**src/rtl/bpf_pkg.sv**
```systemverilog
// shared types and defaults for the byte pipe fifo
package bpf_pkg;

  // default sizing
  localparam int unsigned DefaultDepth    = 1024;
  localparam int unsigned DefaultMaxUsers = 15;

  // operation carried by one item
  typedef enum logic [1:0] {
    MODE_WRITE      = 2'd0,
    MODE_READ       = 2'd1,
    MODE_REGISTER   = 2'd2,
    MODE_UNREGISTER = 2'd3
  } bpf_mode_e;

  // result status codes
  typedef enum logic [2:0] {
    STATUS_OK          = 3'd0,
    STATUS_WOULD_BLOCK = 3'd1,
    STATUS_END_OF_STRM = 3'd2,
    STATUS_NO_READER   = 3'd3,
    STATUS_WAITING     = 3'd4
  } bpf_status_e;

  // memory strobes from control to storage
  typedef struct packed {
    logic wr_en;
    logic rd_en;
  } bpf_mem_ctl_t;

endpackage

```
**src/rtl/bpf_ctrl.sv**
```systemverilog
// pointer, fill and endpoint count state plus the result register
module bpf_ctrl #(
  parameter int unsigned DEPTH     = bpf_pkg::DefaultDepth,
  parameter int unsigned MAX_USERS = bpf_pkg::DefaultMaxUsers,
  localparam int unsigned AddrW = $clog2(DEPTH),
  localparam int unsigned FillW = $clog2(DEPTH + 1),
  localparam int unsigned UserW = $clog2(MAX_USERS + 1)
) (
  input  logic                  clk_i,
  input  logic                  rst_ni,
  input  logic                  in_valid_i,
  output logic                  in_ready_o,
  input  logic [1:0]            mode_i,
  input  logic                  as_reader_i,
  input  logic                  as_writer_i,
  output logic                  out_valid_o,
  input  logic                  out_ready_i,
  output logic                  got_byte_o,
  output logic [2:0]            status_o,
  output logic [FillW-1:0]      fill_level_o,
  output logic [UserW-1:0]      reader_total_o,
  output logic [UserW-1:0]      writer_total_o,
  output bpf_pkg::bpf_mem_ctl_t mem_ctl_o,
  output logic [AddrW-1:0]      wr_addr_o,
  output logic [AddrW-1:0]      rd_addr_o
);
  import bpf_pkg::*;

  localparam logic [AddrW-1:0] LastIdx = AddrW'(DEPTH - 1);
  localparam logic [FillW-1:0] FullCnt = FillW'(DEPTH);
  localparam logic [UserW-1:0] MaxCnt  = UserW'(MAX_USERS);

  logic [AddrW-1:0] head_q, head_d;
  logic [AddrW-1:0] tail_q, tail_d;
  logic [FillW-1:0] held_q, held_d;
  logic [UserW-1:0] rcnt_q, rcnt_d;
  logic [UserW-1:0] wcnt_q, wcnt_d;
  logic             out_valid_q;
  logic             got_q, got_d;
  bpf_status_e      status_q, status_d;
  logic             accept;
  bpf_mode_e        mode;

  // a new item enters whenever the result slot is free or being drained
  assign in_ready_o = !out_valid_q || out_ready_i;
  assign accept     = in_valid_i && in_ready_o;
  assign mode       = bpf_mode_e'(mode_i);

  // decide the operation outcome
  always_comb begin
    head_d           = head_q;
    tail_d           = tail_q;
    held_d           = held_q;
    rcnt_d           = rcnt_q;
    wcnt_d           = wcnt_q;
    got_d            = 1'b0;
    status_d         = STATUS_OK;
    mem_ctl_o.wr_en  = 1'b0;
    mem_ctl_o.rd_en  = 1'b0;
    unique case (mode)
      MODE_WRITE: begin
        if (held_q != FullCnt) begin
          mem_ctl_o.wr_en = accept;
          tail_d          = (tail_q == LastIdx) ? '0 : tail_q + 1'b1;
          held_d          = held_q + 1'b1;
        end else begin
          status_d = (rcnt_q != '0) ? STATUS_WOULD_BLOCK : STATUS_NO_READER;
        end
      end
      MODE_READ: begin
        if (held_q != '0) begin
          mem_ctl_o.rd_en = accept;
          got_d           = 1'b1;
          head_d          = (head_q == LastIdx) ? '0 : head_q + 1'b1;
          held_d          = held_q - 1'b1;
        end else begin
          status_d = (wcnt_q != '0) ? STATUS_WOULD_BLOCK : STATUS_END_OF_STRM;
        end
      end
      MODE_REGISTER: begin
        if (as_reader_i) begin
          rcnt_d = (rcnt_q >= MaxCnt) ? MaxCnt : rcnt_q + 1'b1;
        end
        if (as_writer_i) begin
          wcnt_d = (wcnt_q >= MaxCnt) ? MaxCnt : wcnt_q + 1'b1;
        end
        if (rcnt_d == '0 || wcnt_d == '0) begin
          status_d = STATUS_WAITING;
        end
      end
      MODE_UNREGISTER: begin
        if (as_reader_i && rcnt_q != '0) begin
          rcnt_d = rcnt_q - 1'b1;
        end
        if (as_writer_i && wcnt_q != '0) begin
          wcnt_d = wcnt_q - 1'b1;
        end
      end
      default: begin
        status_d = STATUS_OK;
      end
    endcase
  end

  assign wr_addr_o = tail_q;
  assign rd_addr_o = head_q;

  // pipe state
  always_ff @(posedge clk_i or negedge rst_ni) begin
    if (!rst_ni) begin
      head_q <= '0;
      tail_q <= '0;
      held_q <= '0;
      rcnt_q <= '0;
      wcnt_q <= '0;
    end else if (accept) begin
      head_q <= head_d;
      tail_q <= tail_d;
      held_q <= held_d;
      rcnt_q <= rcnt_d;
      wcnt_q <= wcnt_d;
    end
  end

  // result valid
  always_ff @(posedge clk_i or negedge rst_ni) begin
    if (!rst_ni) begin
      out_valid_q <= 1'b0;
    end else if (in_ready_o) begin
      out_valid_q <= in_valid_i;
    end
  end

  // result payload
  always_ff @(posedge clk_i) begin
    if (accept) begin
      got_q          <= got_d;
      status_q       <= status_d;
      fill_level_o   <= held_d;
      reader_total_o <= rcnt_d;
      writer_total_o <= wcnt_d;
    end
  end

  assign out_valid_o = out_valid_q;
  assign got_byte_o  = got_q;
  assign status_o    = status_q;

endmodule

```
**config.mk**
```make
export PLATFORM = sky130hd
export DESIGN_NAME = bpf_ctrl
export DESIGN_NICKNAME = d
export VERILOG_FILES = /design/src/rtl/bpf_pkg.sv /design/src/rtl/bpf_ctrl.sv
export SDC_FILE = /design/constraint.sdc
export NUM_CORES = 1
export LEC_CHECK = 0
export BUFFER_PORTS_ARGS = -buffer_cell sky130_fd_sc_hd__buf_2
export CORE_MARGIN = 2
export CORE_UTILIZATION = 47
export DETAILED_ROUTE_END_ITERATION = 8
export PLACE_DENSITY = 0.73
export REMOVE_ABC_BUFFERS = 1
export SYNTH_ARGS = -nofsm -noshare
export SYNTH_HDL_FRONTEND = slang
export SYNTH_SLANG_ARGS = --single-unit
```
**constraint.sdc**
```tcl
create_clock -name clk_i -period 2.65 [get_ports clk_i]
set_clock_uncertainty 0.15 [all_clocks]
set_input_delay 0.53 -clock clk_i [delete_from_list [all_inputs] [get_ports clk_i]]
set_output_delay 0.53 -clock clk_i [all_outputs]
set_load 0.02 [all_outputs]
```
==> key figures, run 1 <==
Routing
  – Top sig layer: met4
  – Met1 WL: 4522 um
  – Total length of routed wires: 10270 um
  – Drt initial violations: 325
  – TritonRoute pass-1 iters: 5
  – Via count: 3688
  – Routed wl met3: 571 um
  – DRC violations left: 0
  – Vias per cell: 6.116
  – Wire per inst: 17.03 um
  – Antenna viol nets, final: 0
  – DR WL met2: 4982 um

Clock network
  – CTS sink count: 63
  – Deepest clock path buffer count: 2
  – CTS tree: done
  – Clock Latency Late Sink: 340 ps
  – Worst-path clk slew: 70 ps
  – Clk root buf: clkbuf_8
  – TritonCTS buffer count: 9
  – Htree depth: 3

Floorplan
  – Starting Density: 0.4774
  – Row cnt: 34
  – Die X: 97.43 um
  – Die area: 9493 sq um
  – Die Y-Extent: 97.43 um
  – IO Count: 55
  – Core Area: 8593 sq um

Setup path
  – Worst Path Required: 1970 ps
  – CP max stage cell: dfrtp_2
  – Critical path class: flip-flop to primary output
  – CP Data Arrival Time: 1870 ps
  – Register-to-register setup slack: 340 ps
  – CP bufs+invs: 3
  – CP max stage delay: 470 ps
  – R2R cell count: 5
  – Reg2reg start: held_q[4]$_DFFE_PN0P_
  – Endpoint class of the critical path: primary output
  – Crit path cell chain: nor4_4 > buf_4 > nand3_2 > nand2_1 > inv_1 > buf_2
  – Startpoint Class: flip-flop
  – Family with the most delay on the worst path: simple AND/OR/NAND/NOR gates
  – Worst-path fanout max: 8
  – Reg2reg end: fill_level_o[4]$_DFFE_PP_

Synthesis
  – Register bit total from synthesis: 63
  – Avg Synthesized Cell Area: 9.608 sq um
  – Synth cell types: 79
  – Largest cells by area after synthesis: dfrtp_1 (24%), edfxtp_1 (17%), nand3_1 (3.2%)
  – Number of flops mapped to enable cells by yosys: 23
  – Cell count after synthesis: 427
  – Sequential-to-total area share from yosys stat: 0.4123
  – Mapped Area: 4103 sq um
  – Cell taking the most area after synthesis: dfrtp_1
  – YS warnings: 0
  – Synth async-reset ratio: 0.6349
  – Synth Flop Type: dfrtp_1
  – Synth top area share: 0.2440

Pwr
  – Logic pwr share: 0.352
  – Power Dens Cells: 787.2 nW/um^2
  – Switching Fraction: 0.3730
  – Clock share of power: 0.245
  – LEAKAGE: 1.972 nW
  – Internal power: 0.002372 W
  – VDD IR-drop max: 0.0003496 V
  – P_sw: 0.001411 W
  – Sequential Power Share: 0.403

Place
  – DP Wirelength: 7281 um
  – Pre-CTS WS: 258.4 ps
  – Gpl congestion: 0.9357
  – Buffers on Ports: 54

Status
  – Outcome: finished clean

Timing
  – Max-slew headroom: 0.6426
  – Fin crit period: 2554 ps
  – Worst Slack Setup Final: 96.12 ps
  – Fin. max-slew vios: 0
  – Final hold viol count: 0
  – Final critical-path share of the clock period: 0.9637
  – Fin Hold WS: 349.7 ps
  – Slew at the pin closest to its max-slew limit: 528.7 ps
  – Final setup fails: 0
  – Fin Setup TNS: 0 ps
  – Max Fclk: 391.6 MHz
  – RSZ-0062 raised after global routing: no

GRT
  – Vias in the first global route: 3415
  – First-pass GRT wire length: 17000 um
  – GR Util All Layers: 0.2204
  – Initial antenna violation count: 0
  – Grt ovf: 0
  – Largest net degree at the start of global routing: 23

Min path
  – Hold Path End: wr_addr_o[8]$_DFFE_PN0P_
  – Hold WC Path Type: flip-flop to flip-flop
  – Hold Path Cell Cnt: 1
  – Worst Hold Launch: wr_addr_o[8]$_DFFE_PN0P_

Final layout
  – Area grow syn2layout: 17.11%
  – Area of the multi-input gates: 2181 sq um
  – Filler cell count in the final layout: 742
  – Inserted Diodes: 0
  – Nets: 507
  – Share of layout cells above drive strength 1: 0.2525
  – Storage cell area: 1695 sq um

Flow run
  – Max_cap viols: 0
[power groups by stage]
stage               Clock, W  Sequential, W  Combinational (W)
global route        0.000985        0.00157            0.00146
floorplan                  0        0.00164           0.000730
finish              0.000926        0.00153            0.00133
detailed placement         0        0.00153            0.00130
CTS                 0.000939        0.00152            0.00131
global placement           0        0.00152            0.00126
[logic make-up after synthesis]
logic type               synth area share
XOR/XNOR                          0.04270
multiplexers                      0.03995
buffers and inverters             0.05947
AO/OA/AOI/OAI                      0.1769
flip-flops                         0.4123
adder cells (fa/ha/maj)           0.02745
AND/OR/NAND/NOR                    0.2412
[layer usage]
metal  vias up  global-route usage
met4         0             0.08761
met1      1769              0.3020
li1       1762                   -
met2       137              0.3475
met3        20             0.04029
met5         -                   0
[layout by cell type, fill, tap and decap left out, drive strengths merged, types with 5 or more instances in the layout]
cell,n
nor2b,7
mux2,8
nand3,26
a211oi,6
nor4,9
o31ai,7
buf,83
nor2,22
a21oi,21
nor4b,5
nand2,24
ha,9
or4,7
xor2,7
mux2i,7
o21ai,13
or3,6
nor3,13
xnor2,13
nand4,12
clkbuf,12
edfxtp,23
inv,19
and3,6
dfrtp,40
[cells in the mapped netlist, drive strengths merged, types with 4 or more instances]
master,number
a211oi,6
buf,12
o21ai,13
mux2i,7
a41oi,4
nand4,12
nor3b,4
xor2,7
o22ai,4
mux2,8
dfrtp,40
inv,19
o211ai,4
nand3,26
or3,6
nor2,22
nor2b,7
xnor2,13
edfxtp,23
or4,7
a21oi,21
nor4,9
ha,9
clkbuf,20
and2,4
nor3,13
and3,6
nand2,24
nor4b,5
o31ai,7
a31o,4
[metrics by stage]
| step | instance area [sq um] | power [W] | cells | utilization |
|---|---|---|---|---|
| final | 4805 | 0.003782 | 603 | 0.5591 |
| after global placement | 4533 | 0.002785 | 582 | 0.5275 |
| after floorplan | 3940 | 0.002369 | 395 | - |
| after CTS | 4763 | 0.003765 | 599 | 0.5543 |
| after detailed placement | 4533 | 0.002831 | 582 | 0.5275 |
| after global routing | 4805 | 0.004014 | 603 | 0.5591 |
[state kept, by name (all words and copies together) (netlist names)]
signal / count
wr_addr_o: 10
rcnt_q: 4
fill_level_o: 11
writer_total_o: 4
out_valid_o: 1
reader_total_o: 4
wcnt_q: 4
status_o: 3
rd_addr_o: 10
held_q: 11
got_byte_o: 1
[how the worst max path moves through the flow]
stage | from | endpoint | slack (ps) | cells past startpoint
finish | held_q[7]$_DFFE_PN0P_ | mem_ctl_o[1] | 100 | 6
global route | held_q[0]$_DFFE_PN0P_ | mem_ctl_o[1] | 4 | 7
CTS | held_q[0]$_DFFE_PN0P_ | mem_ctl_o[0] | 20 | 6
detailed placement | held_q[0]$_DFFE_PN0P_ | fill_level_o[8]$_DFFE_PP_ | 260 | 7
global placement | mode_i[0] | mem_ctl_o[1] | 320 | 6
floorplan | out_ready_i | held_q[1]$_DFFE_PN0P_ | -330 | 6
[area by class of cell]
type	instances	area share
inverter	21	0.01693
sequential	63	0.3529
multi-input combinational	311	0.4539
clock buffer	12	0.03021
clock inverter	4	0.01432
timing repair buffer	84	0.1036
tap	108	0.02813
[what timing repair did]
action,4_1_cts,5_1_grt
pin swaps,0,2
setup endpoints to repair,2,2
buffers inserted,0,4
endpoints found under the hold margin,14,0
hold buffers,1,0
gates resized for setup,3,3
No activity file was read; power rests on OpenSTA's default activity.
==> run 2: changes to the inputs <==
- CAP_MARGIN: unset -> 20
- GPL_TIMING_DRIVEN: unset -> 0
==> run 2 against run 1 <==
  * Combinational power shrank 9%
  * Sequential cell count unchanged
  * Cell count down 3.3%
  * Worst hold slack worse by 160 ps
  * Non-clock buffer count shrank 20
  * Largest cell class unchanged
  * Via count fell by 1.7%
  * Largest power group unchanged
  * Core utilization down 1.5 points
  * Global-route usage fell by 0.69 points
  * Register-to-register slack worse by 210 ps
==> key figures, run 2 (same netlist as run 1, synthesis figures left out) <==
Status
  – Outcome: finished clean (unchanged)

Timing
  – Worst Slack Setup Final: 36.99 ps (was 96.12 ps)
  – Fin crit period: 2613 ps (was 2554 ps)
  – Fin. max-slew vios: 0 (unchanged)
  – Final setup fails: 0 (unchanged)
  – Max-slew headroom: 0.3593 (was 0.6426)
  – Max Fclk: 382.7 MHz (was 391.6 MHz)
  – RSZ-0062 raised after global routing: yes (was no)
  – Fin Setup TNS: 0 ps (unchanged)
  – Slew at the pin closest to its max-slew limit: 961.1 ps (was 528.7 ps)
  – Final critical-path share of the clock period: 0.9860 (was 0.9637)
  – Final hold viol count: 0 (unchanged)

Pwr
  – LEAKAGE: 1.883 nW (was 1.972 nW)
  – VDD IR-drop max: 0.0004715 V (was 0.0003496 V)
  – Total power draw: 0.003696 W (was 0.003782 W)
  – Power Dens Cells: 790.7 nW/um^2 (was 787.2 nW/um^2)

GRT
  – Initial antenna violation count: 0 (unchanged)
  – Grt ovf: 0 (unchanged)
  – GR Util All Layers: 0.2135 (was 0.2204)
  – First-pass GRT wire length: 16530 um (was 17000 um)
  – Vias in the first global route: 3518 (was 3415)
  – Largest net degree at the start of global routing: 41 (was 23)

Final layout
  – Share of layout cells above drive strength 1: 0.2274 (was 0.2525)
  – Area grow syn2layout: 13.94% (was 17.11%)
  – Most frequent cells in the layout: buf_2 (54), dfrtp_1 (38), nand3_1 (25), edfxtp_1 (23) (was buf_2 (54), dfrtp_1 (37), buf_4 (29), nand3_1 (25))
  – Inserted Diodes: 0 (unchanged)
  – Biggest regs: fill_level_o (11), held_q (11) (unchanged)
  – Nets: 487 (was 507)
  – Commonest non-fill, non-tap cell in the layout: buf_2 (unchanged)

Place
  – Pre-CTS WS: -431.0 ps (was 258.4 ps)
  – DP Wirelength: 6583 um (was 7281 um)
  – Gpl congestion: 0.9371 (was 0.9357)
  – Buffers on Ports: 54 (unchanged)

Clock network
  – Clock Latency Late Sink: 350 ps (was 340 ps)
  – Deepest clock path buffer count: 2 (unchanged)
  – Worst-path clk slew: 80 ps (was 70 ps)
  – TritonCTS buffer count: 9 (unchanged)
  – Htree depth: 3 (unchanged)
  – Clk root buf: clkbuf_8 (unchanged)
  – CTS tree: done (unchanged)
  – CTS sink count: 63 (unchanged)

Floorplan
  – Core Area: 8593 sq um (unchanged)
  – Die X: 97.43 um (unchanged)
  – Die area: 9493 sq um (unchanged)
  – Row cnt: 34 (unchanged)
  – Die Y-Extent: 97.43 um (unchanged)
  – IO Count: 55 (unchanged)
  – Starting Density: 0.4774 (unchanged)

Min path
  – Hold WC Path Type: primary input to asynchronous set/reset pin (was flip-flop to flip-flop)

Setup path
  – CP Data Arrival Time: 1930 ps (was 1870 ps)
  – Register-to-register setup slack: 130 ps (was 340 ps)
  – R2R cell count: 6 (was 5)
  – Startpoint Class: flip-flop (unchanged)
  – Reg2reg start: held_q[7]$_DFFE_PN0P_ (was held_q[4]$_DFFE_PN0P_)
  – Reg2reg end: fill_level_o[8]$_DFFE_PP_ (was fill_level_o[4]$_DFFE_PP_)
  – Worst Path Required: 1970 ps (about the same)
  – Endpoint class of the critical path: primary output (unchanged)
  – Critical path class: flip-flop to primary output (unchanged)
  – Worst-path fanout max: 9 (was 8)

Routing
  – DRC violations left: 0 (unchanged)
  – Vias per cell: 6.216 (was 6.116)
  – TritonRoute pass-1 iters: 5 (unchanged)
  – Wire per inst: 17.13 um (was 17.03 um)
  – Drt initial violations: 344 (was 325)
  – Via count: 3624 (was 3688)
  – Antenna viol nets, final: 0 (unchanged)
  – Total length of routed wires: 9987 um (was 10270 um)

Flow run
  – Max_cap viols: 0 (unchanged)
[run 2: report_power, final]
group          switching [W]  internal, W  leakage [nW]
clock network       0.000378     0.000523         0.102
registers           0.000343      0.00124         0.700
logic               0.000682     0.000533          1.08
total                0.00140      0.00229          1.88
[run 2: repair_timing]
action / 4_1_cts / 5_1_grt
hold buffers: 0 / 0
gates cloned: 0 / 0
endpoints found under the hold margin: 0 / 0
setup endpoints to repair: 18 / 3
pin swaps: 3 / 1
resized for setup: 8 / 3
setup buffers: 6 / 3
[run 2: worst max-delay path by stage]
stage,depth (start not counted),to,slack [ps],startpoint
after floorplan,6,held_q[1]$_DFFE_PN0P_,-330,out_ready_i
after detailed placement,7,wcnt_q[2]$_DFFE_PN0P_,-430,out_ready_i
after CTS,7,mem_ctl_o[1],30,held_q[0]$_DFFE_PN0P_
after global placement,7,held_q[1]$_DFFE_PN0P_,-1100,out_ready_i
final,5,mem_ctl_o[1],40,held_q[7]$_DFFE_PN0P_
after global routing,5,mem_ctl_o[1],-40,held_q[9]$_DFFE_PN0P_
[run 2: final cells by class]
type	count	area (sq um)
Inverter	21	82.58
Multi-Input combinational cell	311	2201
Sequential cell	63	1694
Tap cell	108	135.1
Timing Repair Buffer	64	357.8
Fill cell	786	3919
Clock buffer	11	131.4
Clock inverter	5	72.57
[run 2: critical path, cell delays in order, from the launching register on]
cell and delay (ps):
dfrtp_1 530, nor4_4 540, nand3_2 180, nand2_2 120, inv_1 60, buf_2 150
[run 2: routing by layer]
| metal | vias to the layer above | wire length [um] | GRT usage |
|---|---|---|---|
| met5 | - | 0 | 0 |
| li1 | 1711 | - | - |
| met1 | 1745 | 4301 | 0.2812 |
| met4 | 0 | 181 | 0.09936 |
| met3 | 19 | 629 | 0.04820 |
| met2 | 149 | 4874 | 0.3358 |
[run 2: stage by stage]
stage                       util  hold WS, ps  area, sq um  std cells
after global routing      0.5440        236.9         4674        583
final                     0.5440        184.8         4674        583
after detailed placement  0.5080        323.2         4365        558
after floorplan                -        84.41         3940        395
after CTS                 0.5400        213.6         4641        580
after global placement    0.5057        327.0         4345        557
